===== src/rtl/taapr_pkg.sv =====
// Shared types, constants and helper functions for the two-axis angle position regulator.
`timescale 1ns / 1ps

package taapr_pkg;

	typedef enum logic [1:0] {
		REQ_TICK   = 2'd0,
		REQ_SWING  = 2'd1,
		REQ_ROTATE = 2'd2,
		REQ_STOP   = 2'd3
	} req_t;

	localparam int ANGLE_W     = 13;
	localparam int CODE_W      = 12;
	localparam int CMD_W       = 15;
	localparam int ERR_W       = 15;
	localparam int MAG_W       = 14;
	localparam int TOL_W       = 10;
	localparam int MICRO_W     = 9;
	localparam int GAIN_W      = 8;
	localparam int MAXSPD_W    = 12;
	localparam int P1_W        = 22;
	localparam int P2_W        = 31;
	localparam int SP_W        = P2_W - 4;
	localparam int LIMRAW_W    = 21;
	localparam int LIM_W       = 20;
	localparam int SPEED_W     = 21;
	localparam int CFG_IDX_W   = 3;
	localparam int CFG_DATA_W  = 13;
	localparam int IN_TDATA_W  = 48;
	localparam int IN_TUSER_W  = 2;
	localparam int OUT_TDATA_W = 72;
	localparam int OUT_USED_W  = 70;

	localparam logic [CFG_IDX_W-1:0] CFG_SWING_UP   = 3'd0;
	localparam logic [CFG_IDX_W-1:0] CFG_SWING_DOWN = 3'd1;
	localparam logic [CFG_IDX_W-1:0] CFG_TOLERANCE  = 3'd2;
	localparam logic [CFG_IDX_W-1:0] CFG_MICROSTEPS = 3'd3;
	localparam logic [CFG_IDX_W-1:0] CFG_SWING_GAIN = 3'd4;
	localparam logic [CFG_IDX_W-1:0] CFG_ROT_GAIN   = 3'd5;
	localparam logic [CFG_IDX_W-1:0] CFG_MAX_SPEED  = 3'd6;

	localparam logic [ANGLE_W-1:0] HALF_TURN = 13'd2880;
	localparam logic [ANGLE_W-1:0] KEEP_LO   = 13'd1120;
	localparam logic [ANGLE_W-1:0] KEEP_HI   = 13'd2880;
	localparam logic [ANGLE_W-1:0] KEEP_MID  = 13'd2000;

	localparam logic [ERR_W-1:0] TURN_E      = 15'd5760;
	localparam logic signed [ERR_W-1:0] HALF_TURN_S = 15'sd2880;

	// Bias that lifts any 15-bit command to a positive value, a whole number of turns.
	localparam logic [16:0] WRAP_BIAS = 17'd17280;
	localparam logic [15:0] TURN_X1 = 16'd5760;
	localparam logic [15:0] TURN_X2 = 16'd11520;
	localparam logic [15:0] TURN_X3 = 16'd17280;
	localparam logic [15:0] TURN_X4 = 16'd23040;
	localparam logic [15:0] TURN_X5 = 16'd28800;

	localparam logic [P1_W-1:0]  SPEED_OFFSET16 = 22'd3200;
	localparam logic [LIM_W-1:0] FIELD_MAX      = 20'hFFFFF;

	localparam logic [TOL_W-1:0]    TOL_RST    = 10'd16;
	localparam logic [MICRO_W-1:0]  MICRO_RST  = 9'd1;
	localparam logic [GAIN_W-1:0]   SGAIN_RST  = 8'd60;
	localparam logic [GAIN_W-1:0]   RGAIN_RST  = 8'd80;
	localparam logic [MAXSPD_W-1:0] MAXSPD_RST = 12'd4000;

	typedef struct packed {
		logic load_in;
		logic exec;
		logic mul1;
		logic mul2;
		logic load_out;
	} dp_cmd_t;

	typedef struct packed {
		logic is_tick;
	} dp_status_t;

	// floor(code * 45 / 32)
	function automatic logic [ANGLE_W-1:0] code_to_angle(input logic [CODE_W-1:0] code);
		logic [17:0] prod;
		prod = 18'(code) * 18'd45;
		return prod[17:5];
	endfunction

	function automatic logic [MAG_W-1:0] err_mag(input logic [ERR_W-1:0] e);
		logic [ERR_W-1:0] n;
		n = ~e + 15'd1;
		return e[ERR_W-1] ? n[MAG_W-1:0] : e[MAG_W-1:0];
	endfunction

	function automatic logic [SPEED_W-1:0] speed_out(
		input logic [SP_W-1:0]     sp,
		input logic [LIMRAW_W-1:0] lim,
		input logic                zero,
		input logic                neg
	);
		logic [LIM_W-1:0]   lim_c;
		logic [LIM_W-1:0]   m;
		logic [SPEED_W-1:0] pos;
		lim_c = lim[LIMRAW_W-1] ? FIELD_MAX : lim[LIM_W-1:0];
		m     = (sp > SP_W'(lim_c)) ? lim_c : sp[LIM_W-1:0];
		pos   = {1'b0, m};
		if (zero)
			return '0;
		return neg ? (~pos + 21'd1) : pos;
	endfunction

endpackage


===== src/rtl/taapr_datapath.sv =====
// Datapath: configuration, axis state, error formation, speed multipliers and result register.
`timescale 1ns / 1ps

module taapr_datapath (
	input  logic                                  clk,
	input  logic                                  arst_n,
	input  logic                                  cfg_we,
	input  logic [taapr_pkg::CFG_IDX_W-1:0]       cfg_index,
	input  logic [taapr_pkg::CFG_DATA_W-1:0]      cfg_data,
	input  logic [taapr_pkg::IN_TDATA_W-1:0]      in_data,
	input  logic [taapr_pkg::IN_TUSER_W-1:0]      in_user,
	input  taapr_pkg::dp_cmd_t                    cmd,
	output taapr_pkg::dp_status_t                 status,
	output logic [taapr_pkg::OUT_TDATA_W-1:0]     out_data
);
	import taapr_pkg::*;

	// configuration
	logic [ANGLE_W-1:0]  up_angle_q, down_angle_q;
	logic [TOL_W-1:0]    tol_q;
	logic [MICRO_W-1:0]  micro_q;
	logic [GAIN_W-1:0]   sgain_q, rgain_q;
	logic [MAXSPD_W-1:0] maxspd_q;

	// latched request
	req_t              req_q;
	logic [CMD_W-1:0]  cv_q;
	logic [CODE_W-1:0] scode_q, rcode_q;
	logic              sok_q, rok_q;

	// axis state
	logic [ANGLE_W-1:0] s_target_q, r_target_q, s_angle_q, r_angle_q;
	logic               s_armed_q, r_armed_q;

	// speed pipeline
	logic [MAG_W-1:0]    s_mag_q, r_mag_q;
	logic                s_neg_q, r_neg_q, s_zero_q, r_zero_q;
	logic [P1_W-1:0]     s_p1_q, r_p1_q;
	logic [P2_W-1:0]     s_p2_q, r_p2_q;
	logic [LIMRAW_W-1:0] lim_q;
	logic [OUT_USED_W-1:0] out_q;

	logic [16:0]          wx;
	logic [15:0]          x;
	logic [15:0]          x_red;
	logic [ANGLE_W-1:0]   rot_cmd;
	logic [ANGLE_W-1:0]   s_angle_n, r_angle_n;
	logic signed [ERR_W-1:0] se, re;
	logic [SPEED_W-1:0]   s_speed, r_speed;

	assign status.is_tick = (req_q == REQ_TICK);

	// rotate command: reduce modulo one turn, then snap the keep-out zone to its edges
	always_comb begin
		wx = {{2{cv_q[CMD_W-1]}}, cv_q} + WRAP_BIAS;
		x  = wx[15:0];
		priority if (x >= TURN_X5) begin
			x_red = x - TURN_X5;
		end else if (x >= TURN_X4) begin
			x_red = x - TURN_X4;
		end else if (x >= TURN_X3) begin
			x_red = x - TURN_X3;
		end else if (x >= TURN_X2) begin
			x_red = x - TURN_X2;
		end else if (x >= TURN_X1) begin
			x_red = x - TURN_X1;
		end else begin
			x_red = x;
		end
		rot_cmd = x_red[ANGLE_W-1:0];
		if (rot_cmd > KEEP_LO && rot_cmd < KEEP_HI) begin
			rot_cmd = (rot_cmd < KEEP_MID) ? KEEP_LO : KEEP_HI;
		end
	end

	// tick: new angles and wrapped errors
	always_comb begin
		s_angle_n = sok_q ? code_to_angle(scode_q) : s_angle_q;
		r_angle_n = rok_q ? code_to_angle(rcode_q) : r_angle_q;

		se = $signed({2'b00, s_target_q}) - $signed({2'b00, s_angle_n});
		if (s_target_q == up_angle_q && s_angle_n < HALF_TURN) begin
			se = se - $signed(TURN_E);
		end else if (s_target_q == down_angle_q && s_angle_n > HALF_TURN) begin
			se = se + $signed(TURN_E);
		end

		re = $signed({2'b00, r_target_q}) - $signed({2'b00, r_angle_n});
		if (re > HALF_TURN_S) begin
			re = re - $signed(TURN_E);
		end
		if (re < -HALF_TURN_S) begin
			re = re + $signed(TURN_E);
		end
	end

	always_comb begin
		s_speed = speed_out(s_p2_q[P2_W-1:4], lim_q, s_zero_q, s_neg_q);
		r_speed = speed_out(r_p2_q[P2_W-1:4], lim_q, r_zero_q, r_neg_q);
	end

	always_ff @(posedge clk or negedge arst_n) begin
		if (!arst_n) begin
			up_angle_q   <= '0;
			down_angle_q <= '0;
			tol_q        <= TOL_RST;
			micro_q      <= MICRO_RST;
			sgain_q      <= SGAIN_RST;
			rgain_q      <= RGAIN_RST;
			maxspd_q     <= MAXSPD_RST;
		end else if (cfg_we) begin
			unique case (cfg_index)
				CFG_SWING_UP:   up_angle_q   <= cfg_data[ANGLE_W-1:0];
				CFG_SWING_DOWN: down_angle_q <= cfg_data[ANGLE_W-1:0];
				CFG_TOLERANCE:  tol_q        <= cfg_data[TOL_W-1:0];
				CFG_MICROSTEPS: micro_q      <= cfg_data[MICRO_W-1:0];
				CFG_SWING_GAIN: sgain_q      <= cfg_data[GAIN_W-1:0];
				CFG_ROT_GAIN:   rgain_q      <= cfg_data[GAIN_W-1:0];
				CFG_MAX_SPEED:  maxspd_q     <= cfg_data[MAXSPD_W-1:0];
				default: ;
			endcase
		end
	end

	always_ff @(posedge clk or negedge arst_n) begin
		if (!arst_n) begin
			req_q <= REQ_TICK;
		end else if (cmd.load_in) begin
			req_q <= req_t'(in_user);
		end
	end

	always_ff @(posedge clk) begin
		if (cmd.load_in) begin
			cv_q    <= in_data[14:0];
			scode_q <= in_data[26:15];
			sok_q   <= in_data[27];
			rcode_q <= in_data[39:28];
			rok_q   <= in_data[40];
		end
	end

	always_ff @(posedge clk or negedge arst_n) begin
		if (!arst_n) begin
			s_target_q <= '0;
			r_target_q <= '0;
			s_angle_q  <= '0;
			r_angle_q  <= '0;
			s_armed_q  <= 1'b0;
			r_armed_q  <= 1'b0;
		end else if (cmd.exec) begin
			unique case (req_q)
				REQ_SWING: begin
					if (cv_q == 15'd1) begin
						s_target_q <= up_angle_q;
						s_armed_q  <= 1'b1;
					end else if (cv_q == 15'd0) begin
						s_target_q <= down_angle_q;
						s_armed_q  <= 1'b1;
					end
				end
				REQ_ROTATE: begin
					r_target_q <= rot_cmd;
					r_armed_q  <= 1'b1;
				end
				REQ_STOP: begin
					s_armed_q  <= 1'b0;
					r_target_q <= r_angle_q;
					r_armed_q  <= 1'b1;
				end
				REQ_TICK: begin
					s_angle_q <= s_angle_n;
					r_angle_q <= r_angle_n;
				end
				default: ;
			endcase
		end
	end

	always_ff @(posedge clk) begin
		if (cmd.exec) begin
			s_mag_q  <= err_mag(se);
			r_mag_q  <= err_mag(re);
			s_neg_q  <= se < 0;
			r_neg_q  <= re > 0;
			s_zero_q <= !s_armed_q || (err_mag(se) <= MAG_W'(tol_q));
			r_zero_q <= !r_armed_q || (err_mag(re) <= MAG_W'(tol_q));
		end
		if (cmd.mul1) begin
			s_p1_q <= P1_W'(s_mag_q) * P1_W'(sgain_q) + SPEED_OFFSET16;
			r_p1_q <= P1_W'(r_mag_q) * P1_W'(rgain_q) + SPEED_OFFSET16;
			lim_q  <= LIMRAW_W'(maxspd_q) * LIMRAW_W'(micro_q);
		end
		if (cmd.mul2) begin
			s_p2_q <= P2_W'(s_p1_q) * P2_W'(micro_q);
			r_p2_q <= P2_W'(r_p1_q) * P2_W'(micro_q);
		end
		if (cmd.load_out) begin
			out_q <= {r_angle_q, s_angle_q, r_armed_q, r_speed, s_armed_q, s_speed};
		end
	end

	assign out_data = {{(OUT_TDATA_W - OUT_USED_W){1'b0}}, out_q};

endmodule


===== src/rtl/taapr_ctrl.sv =====
// Controller: sequences each request through the datapath and owns the result handshake.
`timescale 1ns / 1ps

module taapr_ctrl (
	input  logic                   clk,
	input  logic                   arst_n,
	input  logic                   s_valid,
	output logic                   s_ready,
	output logic                   m_valid,
	input  logic                   m_ready,
	input  taapr_pkg::dp_status_t  status,
	output taapr_pkg::dp_cmd_t     cmd
);
	import taapr_pkg::*;

	typedef enum logic [4:0] {
		ST_IDLE = 5'b00001,
		ST_EXEC = 5'b00010,
		ST_MUL1 = 5'b00100,
		ST_MUL2 = 5'b01000,
		ST_OUT  = 5'b10000
	} state_t;

	state_t state_q, state_n;
	logic   m_valid_q;
	logic   can_load;

	assign can_load = !m_valid_q || m_ready;
	assign m_valid  = m_valid_q;

	always_comb begin
		state_n = state_q;
		cmd     = '0;
		s_ready = 1'b0;
		unique case (state_q)
			ST_IDLE: begin
				s_ready = 1'b1;
				if (s_valid) begin
					cmd.load_in = 1'b1;
					state_n     = ST_EXEC;
				end
			end
			ST_EXEC: begin
				cmd.exec = 1'b1;
				state_n  = status.is_tick ? ST_MUL1 : ST_IDLE;
			end
			ST_MUL1: begin
				cmd.mul1 = 1'b1;
				state_n  = ST_MUL2;
			end
			ST_MUL2: begin
				cmd.mul2 = 1'b1;
				state_n  = ST_OUT;
			end
			ST_OUT: begin
				// hold until the result register is free
				if (can_load) begin
					cmd.load_out = 1'b1;
					s_ready      = 1'b1;
					if (s_valid) begin
						cmd.load_in = 1'b1;
						state_n     = ST_EXEC;
					end else begin
						state_n = ST_IDLE;
					end
				end
			end
			default: state_n = ST_IDLE;
		endcase
	end

	always_ff @(posedge clk or negedge arst_n) begin
		if (!arst_n) begin
			state_q   <= ST_IDLE;
			m_valid_q <= 1'b0;
		end else begin
			state_q <= state_n;
			if (cmd.load_out) begin
				m_valid_q <= 1'b1;
			end else if (m_ready) begin
				m_valid_q <= 1'b0;
			end
		end
	end

endmodule


===== src/rtl/two_axis_angle_position_regulator.sv =====
// Top level of the two-axis angle position regulator: ports, controller and datapath.
`timescale 1ns / 1ps
//
//  Channel   Dir  Beat moves                         Result
//  --------  ---  ---------------------------------  ------------------------------
//  s_axis    in   one request (tick/swing/rotate/stop) none, or one result on a tick
//  m_axis    out  one result beat per tick            speeds, run flags, angles
//  cfg       in   one register write (index, data)   updates a regulator setting
//
//  A command (swing, rotate, stop) is accepted, then updates the axis state.
//  A tick is accepted, then runs angle/error update, gain multiply and microstep
//  multiply; the result is loaded as the next request is accepted. The two
//  chained multiplies of the speed law make a tick the longer request.
//  A result beat waits in the output register; the block still accepts the next
//  request and only the next tick stalls if that beat has not been taken.
//  arst_n clears all axis state and loads the documented register defaults.
//  Write cfg only while no request is in flight; cfg_ready is always high.

module two_axis_angle_position_regulator (
	input  logic        clk,
	input  logic        arst_n,

	input  logic        s_axis_tvalid,
	output logic        s_axis_tready,
	// [14:0] command_value, [26:15] swing_code, [27] swing_code_ok,
	// [39:28] rotate_code, [40] rotate_code_ok, [47:41] zero
	input  logic [47:0] s_axis_tdata,
	// [1:0] req_type
	input  logic [1:0]  s_axis_tuser,

	output logic        m_axis_tvalid,
	input  logic        m_axis_tready,
	// [20:0] swing_speed, [21] swing_run, [42:22] rotate_speed, [43] rotate_run,
	// [56:44] swing_angle_now, [69:57] rotate_angle_now, [71:70] zero
	output logic [71:0] m_axis_tdata,

	input  logic        cfg_valid,
	output logic        cfg_ready,
	input  logic [2:0]  cfg_index,
	input  logic [12:0] cfg_data
);
	import taapr_pkg::*;

	dp_cmd_t    cmd;
	dp_status_t status;

	// Registers take every write at once.
	assign cfg_ready = 1'b1;

	taapr_ctrl u_ctrl (
		.clk     (clk),
		.arst_n  (arst_n),
		.s_valid (s_axis_tvalid),
		.s_ready (s_axis_tready),
		.m_valid (m_axis_tvalid),
		.m_ready (m_axis_tready),
		.status  (status),
		.cmd     (cmd)
	);

	// Datapath holds settings, axis state, the per-axis speed pipelines and the result beat.
	taapr_datapath u_dp (
		.clk       (clk),
		.arst_n    (arst_n),
		.cfg_we    (cfg_valid & cfg_ready),
		.cfg_index (cfg_index),
		.cfg_data  (cfg_data),
		.in_data   (s_axis_tdata),
		.in_user   (s_axis_tuser),
		.cmd       (cmd),
		.status    (status),
		.out_data  (m_axis_tdata)
	);

endmodule


===== config.mk =====
export PLATFORM = sky130hd
export DESIGN_NAME = two_axis_angle_position_regulator
export DESIGN_NICKNAME = d
export VERILOG_FILES = /design/src/rtl/taapr_pkg.sv /design/src/rtl/taapr_datapath.sv /design/src/rtl/taapr_ctrl.sv /design/src/rtl/two_axis_angle_position_regulator.sv
export SDC_FILE = /design/constraint.sdc
export NUM_CORES = 2
export LEC_CHECK = 0
export ABC_CLOCK_PERIOD_IN_PS = 10250
export BUFFER_PORTS_ARGS = -buffer_cell sky130_fd_sc_hd__buf_4
export CORE_ASPECT_RATIO = 0.6
export CORE_MARGIN = 2
export CORE_UTILIZATION = 65
export DETAILED_ROUTE_END_ITERATION = 12
export PLACE_DENSITY = 0.83
export SKIP_CTS_REPAIR_TIMING = 1
export SLEW_MARGIN = 20
export SYNTH_ARGS = -nofsm -noshare
export SYNTH_HDL_FRONTEND = slang
export SYNTH_SLANG_ARGS = --single-unit

===== constraint.sdc =====
create_clock -name clk -period 10.25 [get_ports clk]
set_input_delay 0.5125 -clock clk [delete_from_list [all_inputs] [get_ports clk]]
set_output_delay 0.5125 -clock clk [all_outputs]
set_load 0.01 [all_outputs]

==> impl_metrics.toml <==
[route]
firstDrtPassIters = 6
drc_errors = 0
wl_per_cell_um = 19.1
wirelength_mm = 109
drt_iter0_markers = 3235
antenna_left = 0
viasPerCell = 5.96
vias = 33900

[finish]
antenna_cells = 0
final_cell_mix = "inv_1, nand2_1, fa_1"
layout-drive-gt1-share_pct = 8.82
area_growth_pct = 7.56
fillers = 4962
fin_nets = 5761
mostFrequentLayoutCell = "inv_1"

[timing]
worst_pin_slew_ns = 1.21
setup-violations-final = 0
max_freq_mhz = 104
grt_setup_unrepaired = "no"
finalHoldViolCount = 0
slew_viol_final = 0
finalCritPeriodShare_pct = 94.0
final.min_clock_period_ns = 9.64
finalSetupTns_ns = 0
skew_ns = 0.0327
slew_headroom_pct = 18.2

[setup_path]
worst_ep_arrival_time_ns = 10.06
cp_common_cell = "ha_1"
worstSetupPathType = "register to register"
r2r-start = "u_dp.rcode_q[1]$_DFFE_PP_"
worst_ep_required_time_ns = 10.67
rrSetupSlack_ns = 0.61
start_kind = "register"
critPathMaxFanout = 6
cp-endpoint = "u_dp.r_zero_q$_DFFE_PP_"
reg2regPathDepth = 46
cp-end-kind = "register"
critPathLaunch = "u_dp.rcode_q[1]$_DFFE_PP_"
crit_path_top_delay_cell = "fa_1"
timing.rr.end = "u_dp.r_zero_q$_DFFE_PP_"
max_stage_delay_ns = 0.52

[logic_synthesis]
synth.area.top_cells = "fa_1, edfxtp_1, ha_1, dfrtp_1, inv_1"
synth_warnings = 0
netlist.area_leader.share_pct = 23.7
ys_async_sr_fraction_pct = 34.0
synthAdderAreaFrac_pct = 35.2
synth_compound_area_share_pct = 9.44
synth_xor_xnor_area_share_pct = 4.26
synth.lib_cells_used.distinct = 112
syn_area_um2 = 45100
synth_seq_cells = 397
muxShareOfSynthArea_pct = 2.74
synth-edff-count = 262
synth_simple_gate_area_share_pct = 16.2
synth_top_family_by_area = "adder cells"
ys_seq_area_share_pct = 25.0
synth_cells = 4694
synth_top_cell_by_area = "fa_1"
ys.flop_type = "edfxtp_1"
avgSynthCellArea_um2 = 9.61

[global_routing]
grtUsageMet1_pct = 48.3
gr-total-overflow = 0
grt_max_degree = 73
antenna_found_initial = 1
gr-max-usage-layer = "met1"
grt_use_met2_pct = 45.1
grt_util_met3_pct = 8.35
grt_use_total_pct = 31.4
grt_pass1_wl_mm = 180
grt_pass1_vias = 34200

[die]
die_w_um = 344
initial_core_util_pct = 66.0
dieArea_um2 = 71600
fp-row-count = 74
top_level_ports = 146
fp.coreArea_um2 = 68300
die-height_um = 208

[status]
outcome = "complete, no violations"

[clock_tree]
cts_sinks = 397
cts_root_buf = "clkbuf_16"
cts_buffers = 42
clk_path_buf_depth = 3
clkLatencyLatePin_ns = 0.60
clk_pin_slew_ns = 0.07
cts_tree = "built"
cts_htree_levels = 2

[min_path]
hp-class = "input pin to register"

[place]
port_buffers = 135
hpwl_mm = 85.0
gp_congestion = 1.01

[flow_run]
max-cap-violations = 0
[stage by stage]
| step | util (%) | instances | instance area (µm²) | hold slack [ns] | setup slack (ns) |
|---|---|---|---|---|---|
| 2_1_floorplan | - | 4695 | 45100 | 0.217 | 1.22 |
| 3_3_place_gp | 68.7 | 5607 | 47000 | 0.463 | 0.506 |
| 3_5_place_dp | 68.7 | 5607 | 47000 | 0.462 | 0.439 |
| 4_1_cts | 70.9 | 5684 | 48400 | -0.0695 | 0.361 |
| 5_1_grt | 71.0 | 5687 | 48500 | 0.0721 | 0.0255 |
| 6_report | 71.0 | 5687 | 48500 | 0.0965 | 0.612 |
[per-layer routing]
layer / vias to the layer above / routed length (µm) / part of all wire (%)
met3: 123 / 12100 / 11
met4: 2 / 1620 / 1.5
met2: 1479 / 45800 / 42
li1: 15500 / - / -
met5: - / 13 / 0.012
met1: 16800 / 49300 / 45
[how the worst min path moves through the flow]
stage / start / to / slack (ns) / cells after the start
after floorplan: arst_n / u_ctrl.m_valid$_DFFE_PN0P_ / 0.22 / 0
after global placement: u_dp.s_angle_q[6]$_DFFE_PN0P_ / u_dp.out_q[50]$_DFFE_PP_ / 0.46 / 0
after detailed placement: u_dp.s_angle_q[7]$_DFFE_PN0P_ / u_dp.out_q[51]$_DFFE_PP_ / 0.46 / 0
after CTS: arst_n / u_dp.s_angle_q[12]$_DFFE_PN0P_ / -0.07 / 1
after global routing: s_axis_tdata[8] / u_dp.cv_q[8]$_DFFE_PP_ / 0.07 / 1
final: s_axis_tdata[33] / u_dp.rcode_q[5]$_DFFE_PP_ / 0.1 / 1
[state kept, by name, indices dropped and copies added, names as in the netlist, 9 cells and up]
signal             cells
u_dp.cv_q             15
u_dp.down_angle_q     13
u_dp.lim_q            21
u_dp.maxspd_q         12
u_dp.micro_q           9
u_dp.out_q            70
u_dp.r_angle_q        13
u_dp.r_mag_q          14
u_dp.r_p1_q           22
u_dp.r_p2_q           27
u_dp.r_target_q       13
u_dp.rcode_q          12
u_dp.s_angle_q        13
u_dp.s_mag_q          14
u_dp.s_p1_q           22
u_dp.s_p2_q           27
u_dp.s_target_q       13
u_dp.scode_q          12
u_dp.tol_q            10
u_dp.up_angle_q       13
[synth_stat cells (all sizes together) (8+ instances only)]
library cell	instances
edfxtp	262
o21a	45
a221oi	8
mux2	79
and3	22
clkbuf	159
xor2	54
dfrtp	120
nand4	25
mux2i	34
o22ai	8
or2	21
nor2	268
o21bai	9
a31oi	25
nand2	583
xnor2	163
or4	11
or3	26
buf	22
a21oi	156
o31ai	17
ha	415
nand4b	8
fa	533
dfstp	15
nor4	25
nor2b	32
and2	328
a21o	40
nor3	64
o211ai	14
a21boi	33
inv	675
a211oi	15
nand2b	29
o21ai	196
nand3	41
[critical path: cells and delay by family, from the launching register on]
kind	cells	cell delay, ns
AOI/OAI and AO/OA	21	3.66
xor gates and xnor gates	1	0.21
adders and majority gates	8	2.78
buffers and inverters	4	0.43
DFF	1	0.40
and+or+nand+nor	12	1.95
[logic make-up (layout without fill, tap and decap cells)]
group,count (synthesis),after routing
AO/OA/AOI/OAI,652,652
XOR/XNOR,217,217
adder cells (fa/ha/maj),948,948
buffers and inverters,857,937
flip-flops,397,397
multiplexers,113,113
other,2,3
AND/OR/NAND/NOR,1508,1508
[cell type report]
class                      count  area [µm²]  share of cell area, %
clock buffer                  56        1170                   2.42
clock inverter                21         293                  0.604
multi-input combinational   3441       30700                   63.3
inverter                     676        2540                   5.23
timing repair buffer         184        1400                   2.89
tap                          912        1140                   2.35
sequential                   397       11300                   23.2
Power is not shown: default switching activity piles up to over one toggle a cycle in this logic, so the estimate is an artifact.
